<file path="src/rtl/seven_segment_mux_counter_core_macros.svh">
// Assertion macros shared by the seven-segment counter RTL.
// Expects clk_i and rst_ni in the scope where a macro is used.
`ifndef SEVEN_SEGMENT_MUX_COUNTER_CORE_MACROS_SVH
`define SEVEN_SEGMENT_MUX_COUNTER_CORE_MACROS_SVH

// Check a property on every clock edge outside reset.
`define SSEG_ASSERT(label, prop, msg) \
  label: assert property (@(posedge clk_i) disable iff (!rst_ni) (prop)) else $error(msg);

// Check a property on every clock edge, reset included.
`define SSEG_ASSERT_ALWAYS(label, prop, msg) \
  label: assert property (@(posedge clk_i) (prop)) else $error(msg);

`endif

</file>
<file path="src/rtl/sseg_pkg.sv">
// Package for the seven-segment counter: sizes, register map, segment table,
// BCD helpers and the structs passed between modules. No dependencies.
package sseg_pkg;

  localparam int unsigned DIGITS     = 4;
  localparam int unsigned IDX_W      = (DIGITS > 1) ? $clog2(DIGITS) : 1;
  localparam int unsigned LAST_IDX   = DIGITS - 1;
  localparam int unsigned LIMIT_W    = 16;
  localparam int unsigned SHOWN_W    = 14;
  localparam int unsigned APB_AW     = 3;
  localparam int unsigned APB_DW     = 32;

  localparam logic [LIMIT_W-1:0] LIMIT_RESET = 16'd500;
  localparam logic [7:0]         POS_UNITS   = 8'h80;

  // Word index of each configuration register.
  typedef enum logic [0:0] {
    REG_TICK_LIMIT = 1'b0
  } reg_idx_e;

  typedef logic [DIGITS-1:0][3:0] bcd_t;

  typedef struct packed {
    logic                wr_en;
    logic [LIMIT_W-1:0]  limit;
  } cfg_wr_t;

  typedef struct packed {
    logic accept;
    logic tick;
  } step_t;

  // Active-low common-anode patterns; non-decimal codes blank the digit.
  function automatic logic [7:0] seg_lut(input logic [3:0] d);
    logic [7:0] s;
    case (d)
      4'd0:    s = 8'hC0;
      4'd1:    s = 8'hF9;
      4'd2:    s = 8'hA4;
      4'd3:    s = 8'hB0;
      4'd4:    s = 8'h99;
      4'd5:    s = 8'h92;
      4'd6:    s = 8'h82;
      4'd7:    s = 8'hF8;
      4'd8:    s = 8'h80;
      4'd9:    s = 8'h90;
      default: s = 8'hFF;
    endcase
    return s;
  endfunction

  // Ripple a +1 through the BCD digits, units (highest index) first.
  function automatic bcd_t bcd_inc(input bcd_t d);
    bcd_t r;
    logic carry;
    r     = d;
    carry = 1'b1;
    for (int k = DIGITS - 1; k >= 0; k--) begin
      if (carry) begin
        if (r[k] >= 4'd9) begin
          r[k] = 4'd0;
        end else begin
          r[k]  = r[k] + 4'd1;
          carry = 1'b0;
        end
      end
    end
    return r;
  endfunction

  // Binary value of the BCD digits, kept modulo 2^SHOWN_W.
  function automatic logic [SHOWN_W-1:0] bcd_value(input bcd_t d);
    logic [SHOWN_W-1:0] s;
    s = '0;
    for (int k = 0; k < DIGITS; k++) begin
      s = SHOWN_W'(s * SHOWN_W'(10)) + SHOWN_W'(d[k]);
    end
    return s;
  endfunction

endpackage

</file>
<file path="src/rtl/sseg_counter.sv">
// Tick prescaler, tick_limit register and BCD display count.
// Depends on sseg_pkg and the assertion macros header.
`include "seven_segment_mux_counter_core_macros.svh"

module sseg_counter
  import sseg_pkg::*;
(
  input  logic               clk_i,
  input  logic               rst_ni,
  input  cfg_wr_t            cfg_i,
  input  step_t              step_i,
  output logic [LIMIT_W-1:0] limit_o,
  output bcd_t               digits_o
);

  logic [LIMIT_W-1:0] limit_q, limit_d;
  logic [LIMIT_W-1:0] pre_q, pre_d, pre_inc;
  bcd_t               digits_q, digits_d;

  always_comb begin
    limit_d  = cfg_i.wr_en ? cfg_i.limit : limit_q;
    pre_inc  = pre_q + LIMIT_W'(1);
    pre_d    = pre_q;
    digits_d = digits_q;
    if (step_i.accept && step_i.tick) begin
      if (pre_inc > limit_q) begin
        pre_d    = '0;
        digits_d = bcd_inc(digits_q);
      end else begin
        pre_d = pre_inc;
      end
    end
  end

  always_ff @(posedge clk_i or negedge rst_ni) begin
    if (!rst_ni) begin
      limit_q  <= LIMIT_RESET;
      pre_q    <= '0;
      digits_q <= '0;
    end else begin
      limit_q  <= limit_d;
      pre_q    <= pre_d;
      digits_q <= digits_d;
    end
  end

  assign limit_o  = limit_q;
  assign digits_o = digits_q;

  `SSEG_ASSERT(a_idle_holds_count, !(step_i.accept && step_i.tick) |=> $stable(digits_q), "count moved without a tick")
  `SSEG_ASSERT(a_wrap_clears_pre, !$stable(digits_q) |-> pre_q == '0, "count advanced but prescaler not cleared")
  `SSEG_ASSERT(a_digit_units_decimal, digits_q[LAST_IDX] <= 4'd9, "units digit left decimal range")

endmodule

</file>
<file path="src/rtl/sseg_frame.sv">
// Frame sequencer: snapshots the count on each request and emits one frame
// per digit, thousands first. Depends on sseg_pkg and the assertion macros.
`include "seven_segment_mux_counter_core_macros.svh"

module sseg_frame
  import sseg_pkg::*;
(
  input  logic               clk_i,
  input  logic               rst_ni,
  input  logic               load_i,
  input  bcd_t               digits_i,
  output logic               ready_o,
  output logic               frame_valid_o,
  input  logic               frame_ready_i,
  output logic [7:0]         segment_pattern_o,
  output logic [7:0]         position_code_o,
  output logic [15:0]        frame_word_o,
  output logic [1:0]         digit_index_o,
  output logic [SHOWN_W-1:0] shown_count_o,
  output logic               last_frame_o
);

  bcd_t               snap_q, snap_d;
  logic [SHOWN_W-1:0] shown_q, shown_d;
  logic [IDX_W-1:0]   idx_q, idx_d;
  logic               valid_q, valid_d;
  logic               is_last, out_take;
  logic [3:0]         shift_amt;
  logic [7:0]         idx_ext;

  assign is_last  = idx_q == IDX_W'(LAST_IDX);
  assign out_take = valid_q && frame_ready_i;
  assign ready_o  = !valid_q || (frame_ready_i && is_last);

  always_comb begin
    snap_d  = snap_q;
    shown_d = shown_q;
    idx_d   = idx_q;
    valid_d = valid_q;
    if (load_i) begin
      snap_d  = digits_i;
      shown_d = bcd_value(digits_i);
      idx_d   = '0;
      valid_d = 1'b1;
    end else if (out_take) begin
      if (is_last) begin
        valid_d = 1'b0;
      end else begin
        idx_d = IDX_W'(idx_q + 1'b1);
      end
    end
  end

  always_ff @(posedge clk_i or negedge rst_ni) begin
    if (!rst_ni) begin
      valid_q <= 1'b0;
      idx_q   <= '0;
    end else begin
      valid_q <= valid_d;
      idx_q   <= idx_d;
    end
  end

  always_ff @(posedge clk_i) begin
    snap_q  <= snap_d;
    shown_q <= shown_d;
  end

  assign shift_amt         = 4'(LAST_IDX) - 4'(idx_q);
  assign idx_ext           = 8'(idx_q);
  assign segment_pattern_o = seg_lut(snap_q[idx_q]);
  assign position_code_o   = POS_UNITS >> shift_amt;
  assign frame_word_o      = {segment_pattern_o, position_code_o};
  assign digit_index_o     = idx_ext[1:0];
  assign shown_count_o     = shown_q;
  assign last_frame_o      = is_last;
  assign frame_valid_o     = valid_q;

  `SSEG_ASSERT(a_load_starts_first, load_i |=> valid_q && idx_q == '0, "request did not start at first digit")
  `SSEG_ASSERT(a_advance_by_one, out_take && !is_last && !load_i |=> valid_q && idx_q == IDX_W'($past(idx_q) + 1'b1), "digit index skipped")
  `SSEG_ASSERT(a_no_overrun, load_i |-> !valid_q || (out_take && is_last), "request taken mid-refresh")
  `SSEG_ASSERT(a_units_code, valid_q && is_last |-> position_code_o == POS_UNITS, "units frame has wrong position")

endmodule

</file>
<file path="src/rtl/seven_segment_mux_counter_core.sv">
// The first frame of a request is valid the cycle after the request is taken.
// DIGITS frames (four) go out per request, one per cycle while frame_ready_i
// is high; the frame sequencer takes the next request as the units frame
// leaves. Reset (rst_ni low, asynchronous) clears the count and prescaler,
// loads tick_limit with 500 and drops any frames still pending.
//
// Top level: APB register decode, prescaler/count and frame sequencer.
// Depends on sseg_pkg, sseg_counter and sseg_frame.
module seven_segment_mux_counter_core
  import sseg_pkg::*;
(
  input  logic               clk_i,
  input  logic               rst_ni,
  // APB configuration port
  input  logic               psel,
  input  logic               penable,
  input  logic               pwrite,
  input  logic [APB_AW-1:0]  paddr,
  input  logic [APB_DW-1:0]  pwdata,
  output logic [APB_DW-1:0]  prdata,
  output logic               pready,
  // Refresh requests
  input  logic               tick_valid_i,
  output logic               tick_ready_o,
  input  logic               tick_i,
  // Frames
  output logic               frame_valid_o,
  input  logic               frame_ready_i,
  output logic [7:0]         segment_pattern_o,
  output logic [7:0]         position_code_o,
  output logic [15:0]        frame_word_o,
  output logic [1:0]         digit_index_o,
  output logic [SHOWN_W-1:0] shown_count_o,
  output logic               last_frame_o
);

  cfg_wr_t            cfg_wr;
  step_t              step;
  logic [LIMIT_W-1:0] limit;
  bcd_t               digits;
  reg_idx_e           reg_sel;
  logic               frame_ready_in;

  // Word-aligned decode: byte-lane bits are ignored.
  assign reg_sel = reg_idx_e'(paddr[2]);
  assign pready  = 1'b1;

  // Commit a write in the access phase; only tick_limit exists.
  always_comb begin
    cfg_wr.wr_en = 1'b0;
    cfg_wr.limit = pwdata[LIMIT_W-1:0];
    prdata       = '0;
    unique case (reg_sel)
      REG_TICK_LIMIT: begin
        cfg_wr.wr_en = psel && penable && pwrite;
        prdata       = {{(APB_DW - LIMIT_W){1'b0}}, limit};
      end
      default: begin
        cfg_wr.wr_en = 1'b0;
      end
    endcase
  end

  // A request snapshots the count before this tick's increment, so the
  // sequencer and the counter both act on the same accept.
  assign step.accept = tick_valid_i && frame_ready_in;
  assign step.tick   = tick_i;
  assign tick_ready_o = frame_ready_in;

  sseg_counter u_counter (
    .clk_i    (clk_i),
    .rst_ni   (rst_ni),
    .cfg_i    (cfg_wr),
    .step_i   (step),
    .limit_o  (limit),
    .digits_o (digits)
  );

  // Hold frames until taken; accept the next request as the units frame leaves.
  sseg_frame u_frame (
    .clk_i             (clk_i),
    .rst_ni            (rst_ni),
    .load_i            (step.accept),
    .digits_i          (digits),
    .ready_o           (frame_ready_in),
    .frame_valid_o     (frame_valid_o),
    .frame_ready_i     (frame_ready_i),
    .segment_pattern_o (segment_pattern_o),
    .position_code_o   (position_code_o),
    .frame_word_o      (frame_word_o),
    .digit_index_o     (digit_index_o),
    .shown_count_o     (shown_count_o),
    .last_frame_o      (last_frame_o)
  );

endmodule

</file>
<file path="config.mk">
export PLATFORM = sky130hd
export DESIGN_NAME = seven_segment_mux_counter_core
export DESIGN_NICKNAME = d
export VERILOG_FILES = /design/src/rtl/sseg_pkg.sv /design/src/rtl/sseg_counter.sv /design/src/rtl/sseg_frame.sv /design/src/rtl/seven_segment_mux_counter_core.sv
export VERILOG_INCLUDE_DIRS = /design/src /design/src/rtl
export SDC_FILE = /design/constraint.sdc
export NUM_CORES = 1
export LEC_CHECK = 0
export BUFFER_PORTS_ARGS = -buffer_cell sky130_fd_sc_hd__buf_2
export CORE_AREA = 2 2 122 124
export CTS_CLUSTER_SIZE = 14
export DETAILED_ROUTE_END_ITERATION = 6
export DIE_AREA = 0 0 124 126
export PLACE_DENSITY = 0.68
export SLEW_MARGIN = 20
export SYNTH_ARGS = -nofsm -noshare
export SYNTH_HDL_FRONTEND = slang
export SYNTH_SLANG_ARGS = --single-unit
</file>
<file path="constraint.sdc">
create_clock -name clk_i -period 16.7 [get_ports clk_i]
set_input_delay 0.835 -clock clk_i [delete_from_list [all_inputs] [get_ports clk_i]]
set_output_delay 0.835 -clock clk_i [all_outputs]
set_load 0.02 [all_outputs]
</file>
# Word-level counts from Yosys, hierarchy flattened

Memory sizes are Yosys's and may differ from the RTL's.
Cells that the tools add are included.
W data, S select, Z words.

Output and inout port bits: 84
Memories kept: 1
Memory bits (read-only): 112
Word-level logic and storage cells: 78
Register bits: 81

Equality and inequality tests: 2
$add $sub $neg: 10
Reductions and logical operators: 16
Shift-type cells: 1
$mul: 3
Order comparisons: 6
Multiplexer cells: 26

Memories:

| name            | depth | width | read ports | clocked after Yosys merged registers in | write ports | RTL line       | source |
|---|---|---|---|---|---|---|---|
| (no name shown) | 16    | 7     | 1          | 0                                       | 0           | sseg_pkg.sv:36 | `case (d)` |

Operators with widths:

| cell                    | count |
|---|---|
| $add A14 B4 Y14         | 3 |
| $mux W16                | 2 |
| $mul A14 B3 Y13 const B | 2 |
| $mux W4                 | 5 |
| $add A16 B1 Y16 const B | 1 |
| $add A4 B1 Y4 const B   | 4 |
| $ge A4 B4 Y1 const B    | 4 |
| $gt A16 B16 Y1          | 1 |
| $mux W1                 | 15 |
| $reduce_and A3 Y1       | 3 |
| $bmux W4 S2             | 1 |
| $shr A8 B4 Y8 const A   | 1 |
| $mul A4 B3 Y7 const B   | 1 |
| $logic_and A1 B1 Y1     | 6 |
| $mux W2                 | 3 |
| $reduce_and A2 Y1       | 3 |
| $reduce_bool A2 Y1      | 2 |
| $lt A2 B3 Y1 const B    | 1 |
| $sub A2 B2 Y3 const A   | 1 |
| $add A2 B1 Y2 const B   | 1 |
| $eq A2 B2 Y1 const B    | 1 |
| $ne A2 B1 Y1 const B    | 1 |
| $logic_not A1 Y1        | 1 |
| $logic_or A1 B1 Y1      | 1 |

# Logic depth before layout (Yosys ltp)

Gate-level depths: netlist of the first run.

Depth in word-level cells: 13
Depth in mapped cells: 24
Depth with buffers taken out: 24

# Hierarchy

Synthesis of the first run repeated with hierarchy kept, for this count alone.

Cells, all modules: 677
Area total of the unflattened synthesis: 6511.2 um^2

Modules (own cells, without submodules):

| module                         | area an instance (um^2) | cells an instance | seq. area each (um^2) | instances |
|---|---|---|---|---|
| sseg_frame                     | 3309.4                  | 328               | 945.9                 | 1 |
| sseg_counter                   | 2924.1                  | 311               | 1208.7                | 1 |
| seven_segment_mux_counter_core | 277.8                   | 38                | 0.0                   | 1 |

# Least setup slack after synthesis of the first run

OpenSTA, ideal clock, no wires.

Path type: register -> register
Start: reg u_counter.digits_q, in the netlist u_counter.digits_o[3]
End: reg u_frame.shown_q[13] (netlist: u_frame.shown_count_o[13]), data pin
Stages on the path, launching flop included: 21
Setup slack: 11.379 ns
Arrival: 5.052 ns
Period minus slack after synthesis: 5.321 ns
Setup time: 0.269 ns
Data required time: 16.431 ns
Cell sequence: dfrtp_1 > ha_1 > ha_1 > inv_1 > fa_1 > nor4b_2 > xnor2_1 > ha_1 > ha_1 > o21ai_0 > o21bai_1 > a21oi_1 > xor2_1 > xor2_1 > ha_1 > ha_1 > or3_1 > o22a_1 > xnor2_1 > nor4_1 > xor3_1

Cells in the longest elaborated chain, start to end: 6

Ends and longest elaborated chain:

| what                   | RTL line           | source |
|---|---|---|
| from (decl)            | sseg_counter.sv:18 | `bcd_t digits_q, digits_d;` |
| from (signal assigned) | sseg_counter.sv:43 | `digits_q <= digits_d;` |
| $mul A4 B3 Y7          | sseg_pkg.sv:76     | `s = SHOWN_W'(s * SHOWN_W'(10)) + SHOWN_W'(d[k]);` |
| $add A14 B4 Y14        | sseg_pkg.sv:76     |  |
| $mul A14 B3 Y13        | sseg_pkg.sv:76     |  |
| $add A14 B4 Y14        | sseg_pkg.sv:76     |  |
| $mul A14 B3 Y13        | sseg_pkg.sv:76     |  |
| $add A14 B4 Y14        | sseg_pkg.sv:76     |  |
| to (signal assigned)   | sseg_frame.sv:66   | `shown_q <= shown_d;` |
| to (decl)              | sseg_frame.sv:24   | `logic [SHOWN_W-1:0] shown_q, shown_d;` |

No other way between the ends.
A chain may end at the register's enable or synchronous reset.

# Worst setup path after layout of the first run

Ends and elaborated chain as after synthesis.

==> metrics, run 1 <==
H-tree levels 3; Routed Antenna Nets 0; largest net degree at the start of global routing 52; cts repair resizes 0; starting density of the core 0.442; met3 wire length 631 um; status finished, final reports clean; Netlist cell types 61; pwr dens 96.2 nW/um^2; critical path launch point type flop; TNS Setup 0 ns; vias per std cell 5.19; count of warnings emitted by yosys 0; switching power total 0.000254 W; Main synth FF type dfrtp_1; worst-margin pin slew 0.822 ns; first-pass GRT wire length 20,500 um; Setup Buffers After CTS 0; number of DRC markers in iteration 0 166; fill count 1,319; WS Path Type reg2reg; Metal-1 WL 5380 um; antenna violations before repair 0; hold slack 0.507 ns; RSZ-0062 raised after global routing false; Die Span X 124 um; clock share of power 0.285; Reg clk slew, reported paths 0.07 ns; Final Non-Filler Cells 897; part of the power in combinational logic 0.352; # diodes 0; worst vdd ir 0.0000575 V; DRC viols 0; sequential fraction of the synthesis area 0.341; vias in the first global route 4,582; Period Utilization, post-route 0.360; hold_buf cts 0; Slew Viols, Final 0; Max Used Layer met4; Seq pwr share 0.364; Placed Cells 881; #FFs+latches synth 80; nets 841; Via Count 4,654; Hold Path Class reg2reg; Place WS 10.65 ns; CORE AREA 14,300 um^2; Max Fanout on Critical Path 9; post-layout util 0.491; Crit. End Element flop; Avg Inst Size Synth 9.89 um^2; Switching Share 0.376; CTS sink cnt 80; Async S/R FF share, synth 0.638; CTS tree done; Overflow after GRT 0; Slew HR 0.449; GR Util All Layers 0.163; row count 44; num ports 127; Post-Syn Area 6330 um^2; dpl hpwl 9300 um; die height 126 um; final setup margin 10.69 ns; Routed WL per cell 13.5 um; drt first pass iters 4; Setup Skew 0.0123 ns; Clock Path Buffers 2; DRT Wirelength 12,100 um; Worst Path Arrival 6.09 ns; LEAKAGE 3.44 nW; die area 15,600 um^2; cell count after synthesis 640; share of layout cells above drive strength 1 0.198; Root Driver clkbuf_16; final setup vio count 0; fmax 166 MHz; Post-synth EDFFs 29; total CTS buffers 9; routed length on met2 5970 um; Skew-Pair Late Insertion Delay 0.35 ns; P_int 0.000422 W; routability congestion estimate 0.805; WP data required 16.78 ns; area growth from synthesis to layout 11.1%; Min Clock Period, post-route 6.01 ns; IO buf count 81; Max-cap violations 0; Fin. Hold Viols 0
routing by layer:
metal / track usage / vias to the layer above
met4: 0.0476 / 0
li1: - / 2310
met2: 0.284 / 138
met5: 0 / -
met1: 0.202 / 2199
met3: 0.0353 / 7
power by group through the flow:
stage | logic [W] | registers [W] | clock network (W)
2_1_floorplan | 0.000198 | 0.000248 | 0
3_3_place_gp | 0.000230 | 0.000249 | 0
3_5_place_dp | 0.000238 | 0.000250 | 0
4_1_cts | 0.000238 | 0.000247 | 0.000197
5_1_grt | 0.000266 | 0.000249 | 0.000206
6_report | 0.000238 | 0.000246 | 0.000192
sequential cells by signal, summed over array words and instances (netlist names):
register / cells
u_frame.shown_count_o: 14
u_frame.snap_q: 15
u_frame.digit_index_o: 2
u_counter.limit_o: 16
u_frame.frame_valid_o: 1
u_counter.pre_q: 16
u_counter.digits_o: 16
metrics by stage:
step | cell area, um^2 | total power, W
2_1_floorplan | 6420 | 0.000445
3_3_place_gp | 6740 | 0.000479
3_5_place_dp | 6740 | 0.000488
4_1_cts | 7030 | 0.000682
5_1_grt | 7030 | 0.000721
6_report | 7030 | 0.000676
Yosys cell counts (3+ instances only):
cell type | count | area share
nor4_1 | 4 | 0.0040
edfxtp_1 | 29 | 0.14
nor2_1 | 50 | 0.030
nand2b_1 | 4 | 0.0040
o21ai_0 | 26 | 0.021
inv_1 | 47 | 0.028
fa_1 | 6 | 0.019
dfrtp_1 | 45 | 0.18
a211oi_1 | 5 | 0.0059
nand4_1 | 7 | 0.0069
o21a_1 | 6 | 0.0071
nor3_1 | 7 | 0.0055
mux2_2 | 20 | 0.036
mux4_2 | 3 | 0.011
a21o_1 | 13 | 0.015
a31oi_1 | 3 | 0.0030
a22o_1 | 12 | 0.017
xor2_1 | 22 | 0.030
and2_1 | 5 | 0.0049
mux2i_1 | 8 | 0.013
dfstp_2 | 6 | 0.025
nand3_1 | 13 | 0.010
ha_1 | 84 | 0.17
nand2_1 | 44 | 0.026
a21oi_1 | 19 | 0.015
and3_1 | 14 | 0.014
a22oi_1 | 3 | 0.0036
clkbuf_1 | 12 | 0.0071
buf_4 | 40 | 0.047
nor2b_1 | 16 | 0.016
xnor2_1 | 28 | 0.039
cell type report:
| cell class | instances | area [um^2] | area share |
|---|---|---|---|
| multi-input cells | 486 | 3750 | 0.533 |
| flip-flops and latches | 80 | 2150 | 0.307 |
| repair buffers | 84 | 428 | 0.0609 |
| clock buffers | 10 | 250 | 0.0356 |
| well taps | 184 | 230 | 0.0328 |
| inverters | 47 | 176 | 0.0251 |
| clock inverters | 6 | 38.8 | 0.00552 |
worst max-delay path: stages, from the launching register on:
cell and delay, ns:
dfrtp_1 0.54, ha_1 0.31, ha_1 0.22, inv_1 0.07
fa_1 0.46, nor4b_2 0.48, xnor2_1 0.19, ha_1 0.32
ha_1 0.37, o21ai_0 0.24, o21bai_1 0.09, a21oi_1 0.20
xor2_1 0.39, xor2_1 0.19, ha_1 0.25, ha_1 0.22
or3_1 0.31, o22a_1 0.20, xnor2_1 0.15, nor4_1 0.27
xor3_1 0.27
logic make-up after synthesis:
family | synth area share
AOI/OAI and AO/OA | 0.115
xor gates and xnor gates | 0.0755
adders and majority gates | 0.185
buffers and inverters | 0.0825
DFF | 0.341
muxes | 0.0589
other | 0.00119
and+or+nand+nor | 0.141
worst paths after layout:
kind | start | end | slack, ns | cells after the start
min in group asynchronous | rst_ni | u_counter.limit_o[0]$_DFFE_PN0P_ | 0.60 | 2
worst max-delay path | u_counter.digits_o[3]$_DFFE_PN0P_ | u_frame.shown_count_o[13]$_DFFE_PP_ | 10.69 | 20
worst max register to register | u_counter.digits_o[3]$_DFFE_PN0P_ | u_frame.shown_count_o[13]$_DFFE_PP_ | 10.69 | 20
max in group asynchronous | rst_ni | u_counter.digits_o[15]$_DFFE_PN0P_ | 15.65 | 2
worst min register to register | u_counter.limit_o[1]$_DFFE_PN0P_ | u_counter.limit_o[1]$_DFFE_PN0P_ | 0.51 | 1
worst min-delay path | u_counter.limit_o[1]$_DFFE_PN0P_ | u_counter.limit_o[1]$_DFFE_PN0P_ | 0.51 | 1
cells in the final DEF (no fill, tap or decap), types with 7 or more instances in the layout:
cell        n
xor2_1     22
nor2b_1    16
a22o_1     12
o21ai_0    26
nand2_1    44
a21oi_1    18
buf_2      81
and3_1     14
nand3_1    13
xnor2_1    28
nand4_1     7
clkbuf_16  10
a21o_1     13
inv_1      47
dfrtp_1    45
ha_1       84
mux2i_1     8
mux2_2     20
edfxtp_1   29
nor2_1     50
conb_1     27
nor3_1      7
(Power assumes the default switching activity.)
==> run 2: changes to the inputs <==
--- a/config.mk
+++ b/config.mk
@@ -11,7 +11,7 @@
 export CTS_CLUSTER_SIZE = 14
 export DETAILED_ROUTE_END_ITERATION = 6
 export DIE_AREA = 0 0 124 126
-export PLACE_DENSITY = 0.68
+export PLACE_DENSITY = 0.7
 export SLEW_MARGIN = 20
 export SYNTH_ARGS = -nofsm -noshare
 export SYNTH_HDL_FRONTEND = slang
==> constraint.sdc (replaced) <==
create_clock -name clk_i -period 5.3 [get_ports clk_i]
set_input_delay 0.265 -clock clk_i [delete_from_list [all_inputs] [get_ports clk_i]]
set_output_delay 0.265 -clock clk_i [all_outputs]
set_load 0.02 [all_outputs]
==> metrics, run 2 (synthesis gave the netlist of run 1 again) <==
Worst Path Arrival 5.29 ns; LEAKAGE 3.73 nW; share of layout cells above drive strength 1 0.317; Via Count 4,777; dpl hpwl 9020 um; Routed WL per cell 13.3 um; status finished, final reports clean; DRC viols 0; flip-flop and latch area 2160 um^2; Placed Area 7010 um^2; drt first pass iters 4; Critical R2R Launch u_counter.digits_o[3]$_DFFE_PN0P_; Critical Path Most Common Cell ha_1; DRT Wirelength 12,600 um; Reg clk slew, reported paths 0.06 ns; hold_buf cts 0; critical path launch point type flop; Final Non-Filler Cells 944; total power 0.00224 W; CORE AREA 14,300 um^2; die height 126 um; antenna violations before repair 0; slowest CP cell fa_2; Worst Path Buf+Inv 1; Root Driver clkbuf_16; commonest cells after routing, fill and taps aside buf_2, ha_1, buf_4; area of the multi-input gates 4110 um^2; Fin. Hold Viols 0; fmax 192 MHz; # diodes 0; Die Span X 124 um; RSZ-0062 raised after global routing true; area growth from synthesis to layout 23.5%; pwr dens 287 nW/um^2; commonest non-fill, non-tap cell in the layout buf_2; Setup Skew 0.00765 ns; WS Path Type reg2reg; post-route cell area 7810 um^2; Max-cap violations 0; fill count 1,230; Crit. End Element flop; worst vdd ir 0.000282 V; starting density of the core 0.442; CTS sink cnt 80; crit-path leading delay family adder cells; Routed Antenna Nets 0; final setup vio count 0; nets 888; Overflow after GRT 0; Min Clock Period, post-route 5.21 ns; hold slack 0.0261 ns; Slowest Stage Delay on Critical Path 0.49 ns; Slew Viols, Final 0; IO buf count 81; Period Utilization, post-route 0.983; worst-margin pin slew 0.941 ns; vias per std cell 5.06; GR Util All Layers 0.160; num ports 127; die area 15,600 um^2; first-pass GRT wire length 20,100 um; CTS tree done; H-tree levels 3; routability congestion estimate 0.821; vias in the first global route 4,492; Hold Path Class in2async; Max Fanout on Critical Path 6; Clock Path Buffers 2; number of DRC markers in iteration 0 200; total CTS buffers 9; WP data required 5.38 ns; Placed Cells 915; Skew-Pair Late Insertion Delay 0.34 ns; largest net degree at the start of global routing 52; row count 44; CP Launch Point u_counter.digits_o[3]$_DFFE_PN0P_; Slew HR 0.367; cells along the critical path ha_1, ha_2, inv_2, fa_2, nor4b_4, xnor2_1, ha_1, ha_4, nor2_2, nor2_2, xor2_2, nand2_2, nor2_4, xnor2_2, ha_1, ha_2, or3_1, o22a_1, xnor2_2, nor4_2, xor3_1
run 2: path summary, 6_finish.rpt:
| path | cells past startpoint | slack, ns | to |
|---|---|---|---|
| max in group asynchronous | 2 | 4.78 | u_counter.digits_o[0]$_DFFE_PN0P_ |
| worst min register to register | 1 | 0.51 | u_counter.limit_o[12]$_DFFE_PN0P_ |
| worst min-delay path | 2 | 0.03 | u_counter.limit_o[3]$_DFFE_PN0P_ |
| min in group clk_i | 2 | 0.15 | u_counter.limit_o[2]$_DFFE_PN1P_ |
| worst max-delay path | 21 | 0.09 | u_frame.shown_count_o[13]$_DFFE_PP_ |
| worst max register to register | 21 | 0.09 | u_frame.shown_count_o[13]$_DFFE_PP_ |
run 2: layout make-up:
| type | count | share of cell area |
|---|---|---|
| clock inverter | 3 | 0.00881 |
| tap | 184 | 0.0295 |
| clock buffer | 13 | 0.0373 |
| sequential | 80 | 0.276 |
| multi-input combinational | 486 | 0.526 |
| inverter | 47 | 0.0226 |
| timing repair buffer | 131 | 0.0999 |
run 2: stage by stage:
step / setup TNS (ns) / util / setup slack (ns)
4_1_cts: -0.0918 / 0.524 / -0.0918
6_report: 0 / 0.546 / 0.0923
5_1_grt: -0.253 / 0.546 / -0.141
3_3_place_gp: -0.0512 / 0.489 / -0.0512
3_5_place_dp: -0.0855 / 0.489 / -0.0855
2_1_floorplan: 0 / - / 0.0382
run 2: repair_timing:
item | 4_1_cts | 5_1_grt
endpoints found under the setup margin | 1 | 4
pin swaps | 22 | 30
gates resized for setup | 19 | 48
setup buffers | 7 | 6
run 2: power by group:
group          switching, W  internal (W)
Combinational      0.000473      0.000268
Clock              0.000245      0.000480
Sequential        0.0000573      0.000715
run 2: worst register-to-register path, cell delays in order (launching register included):
cell and delay, ns:
dfrtp_1 0.38, ha_1 0.29, ha_2 0.18, inv_2 0.05, fa_2 0.49, nor4b_4 0.29
xnor2_1 0.14, ha_1 0.35, ha_4 0.32, nor2_2 0.06, nor2_2 0.17, xor2_2 0.23
nand2_2 0.12, nor2_4 0.14, xnor2_2 0.13, ha_1 0.26, ha_2 0.23, or3_1 0.34
o22a_1 0.21, xnor2_2 0.15, nor4_2 0.16, xor3_1 0.25
run 2: routing by layer:
metal  part of all wire  vias to the layer above  global-route usage
li1                   -                     2401                   -
met4              0.013                        0              0.0496
met2               0.49                      128               0.271
met3              0.045                       11              0.0349
met1               0.45                     2237               0.202
met5                  0                        -                   0
==> run 3: changes to the inputs <==
--- a/config.mk
+++ b/config.mk
@@ -7,11 +7,11 @@
 export NUM_CORES = 1
 export LEC_CHECK = 0
 export BUFFER_PORTS_ARGS = -buffer_cell sky130_fd_sc_hd__buf_2
-export CORE_AREA = 2 2 122 124
+export CORE_AREA = 2 2 106 108
 export CTS_CLUSTER_SIZE = 14
 export DETAILED_ROUTE_END_ITERATION = 6
-export DIE_AREA = 0 0 124 126
-export PLACE_DENSITY = 0.7
+export DIE_AREA = 0 0 108 110
+export PLACE_DENSITY = 0.86
 export SLEW_MARGIN = 20
 export SYNTH_ARGS = -nofsm -noshare
 export SYNTH_HDL_FRONTEND = slang
==> constraint.sdc (replaced) <==
create_clock -name clk_i -period 6.2 [get_ports clk_i]
set_input_delay 0.31 -clock clk_i [delete_from_list [all_inputs] [get_ports clk_i]]
set_output_delay 0.31 -clock clk_i [all_outputs]
set_load 0.02 [all_outputs]
==> metrics, run 3 (synthesis gave the netlist of run 1 again) <==
Routed WL per cell 15.0 um; Overflow after GRT 0; WS Path Type reg2reg; row count 38; Placed Cells 837; IO buf count 81; area of the multi-input gates 3770 um^2; LEAKAGE 3.39 nW; Max Fanout on Critical Path 6; Slew HR 0.454; commonest non-fill, non-tap cell in the layout ha_1; starting density of the core 0.591; DRT Wirelength 12,800 um; DRC viols 0; drt first pass iters 5; commonest cells after routing, fill and taps aside ha_1, buf_2, nor2_1; Setup Skew 0.00851 ns; Root Driver clkbuf_8; Skew-Pair Late Insertion Delay 0.36 ns; hold_buf cts 0; CTS sink cnt 80; total CTS buffers 9; worst-margin pin slew 0.814 ns; number of DRC markers in iteration 0 350; Hold Path Class in2async; die area 11,900 um^2; TNS Setup 0 ns; Worst Path Arrival 6.03 ns; H-tree levels 3; Die Span X 108 um; fill count 831; Fin. Hold Viols 43; area growth from synthesis to layout 9.18%; flip-flop and latch area 2150 um^2; CORE AREA 10,700 um^2; failing checks negative hold slack; GR Util All Layers 0.223; Slew Viols, Final 0; hold slack -0.0365 ns; critical path launch point type flop; num ports 127; CTS tree done; Routed Antenna Nets 0; slowest CP cell fa_1; Final Non-Filler Cells 853; Clock Path Buffers 2; Min Clock Period, post-route 5.92 ns; Period Utilization, post-route 0.955; Critical Path Most Common Cell ha_1; cells along the critical path ha_1, ha_1, inv_1, fa_1, nor2_1, nand2_1, xnor2_1, a22o_1, ha_1, ha_1, o21ai_0, o21bai_1, a21oi_1, xor2_2, xor2_1, ha_1, ha_1, or3_1, o22a_1, xnor2_1, nor4_1, xor3_1; final setup vio count 0; die height 110 um; RSZ-0062 raised after global routing false; largest net degree at the start of global routing 52; Slowest Stage Delay on Critical Path 0.48 ns; antenna violations before repair 0; share of layout cells above drive strength 1 0.199; fmax 169 MHz; nets 841; vias per std cell 5.62; Max-cap violations 0; total power 0.00170 W; Via Count 4,794; dpl hpwl 9760 um; vias in the first global route 4,617; WP data required 6.31 ns; worst vdd ir 0.000248 V; routability congestion estimate 0.838; Crit. End Element flop; # diodes 0; pwr dens 247 nW/um^2; Reg clk slew, reported paths 0.09 ns; first-pass GRT wire length 21,000 um; status finished, violations left
-- run 3: changes by cell type in the layout (fill, tap and decap cells not counted), sizes merged --
cell	change
bufinv	-2
clkinvlp	+1
buf	-47
inv	+1
-- run 3: worst max-delay path, delay by kind of cell, from the launching register on --
family,cells,cell delay [ns]
flip-flops,1,0.43
AO/OA/AOI/OAI,5,0.97
adder cells (fa/ha/maj),7,2.21
AND/OR/NAND/NOR,4,0.94
buffers and inverters,1,0.07
XOR/XNOR,5,1.04
-- run 3: metal layers --
metal / track usage / wire, um
met4: 0.0659 / 146
met2: 0.398 / 6430
met3: 0.0353 / 659
met5: 0 / 0
met1: 0.280 / 5540
-- run 3: metrics by stage --
stage	area, um^2	hold slack, ns	util	setup slack, ns
final	6910	-0.0365	0.646	0.280
after CTS	6880	0.164	0.644	0.232
after global placement	6680	0.488	0.625	0.480
after floorplan	6420	0.0144	-	0.879
after detailed placement	6680	0.492	0.625	0.288
after global routing	6910	0.0163	0.646	0.0582
-- run 3: final cells by class --
| type | count | area share |
|---|---|---|
| inverter | 47 | 0.0255 |
| multi-input combinational | 486 | 0.546 |
| clock inverter | 3 | 0.00308 |
| tap | 140 | 0.0254 |
| clock buffer | 13 | 0.0261 |
| timing repair buffer | 84 | 0.0623 |
| sequential | 80 | 0.312 |
-- run 3: power breakdown --
group | internal [W] | total [W] | switching (W) | leakage, nW
Sequential | 0.000611 | 0.000662 | 0.0000512 | 0.847
Clock | 0.000193 | 0.000393 | 0.000200 | 0.101
Combinational | 0.000230 | 0.000650 | 0.000420 | 2.44
Total | 0.00103 | 0.00170 | 0.000671 | 3.39
-- run 3: repair_timing --
item | 4_1_cts | 5_1_grt
setup endpoints to repair | 0 | 1
buffers inserted | 0 | 0
resized for setup | 0 | 3
-- run 3: worst paths after layout --
kind | startpoint | to | slack [ns] | cells after the start
setup / recovery | u_counter.digits_o[1]$_DFFE_PN0P_ | u_frame.shown_count_o[13]$_DFFE_PP_ | 0.28 | 22
hold / removal | rst_ni | u_counter.limit_o[0]$_DFFE_PN0P_ | -0.04 | 1
setup reg to reg | u_counter.digits_o[1]$_DFFE_PN0P_ | u_frame.shown_count_o[13]$_DFFE_PP_ | 0.28 | 22
hold reg to reg | u_counter.limit_o[14]$_DFFE_PN0P_ | u_counter.limit_o[14]$_DFFE_PN0P_ | 0.51 | 1
max in group asynchronous | rst_ni | u_frame.frame_valid_o$_DFFE_PN0P_ | 5.79 | 1
min in group clk_i | pwdata[3] | u_counter.limit_o[3]$_DFFE_PN0P_ | 0.18 | 2
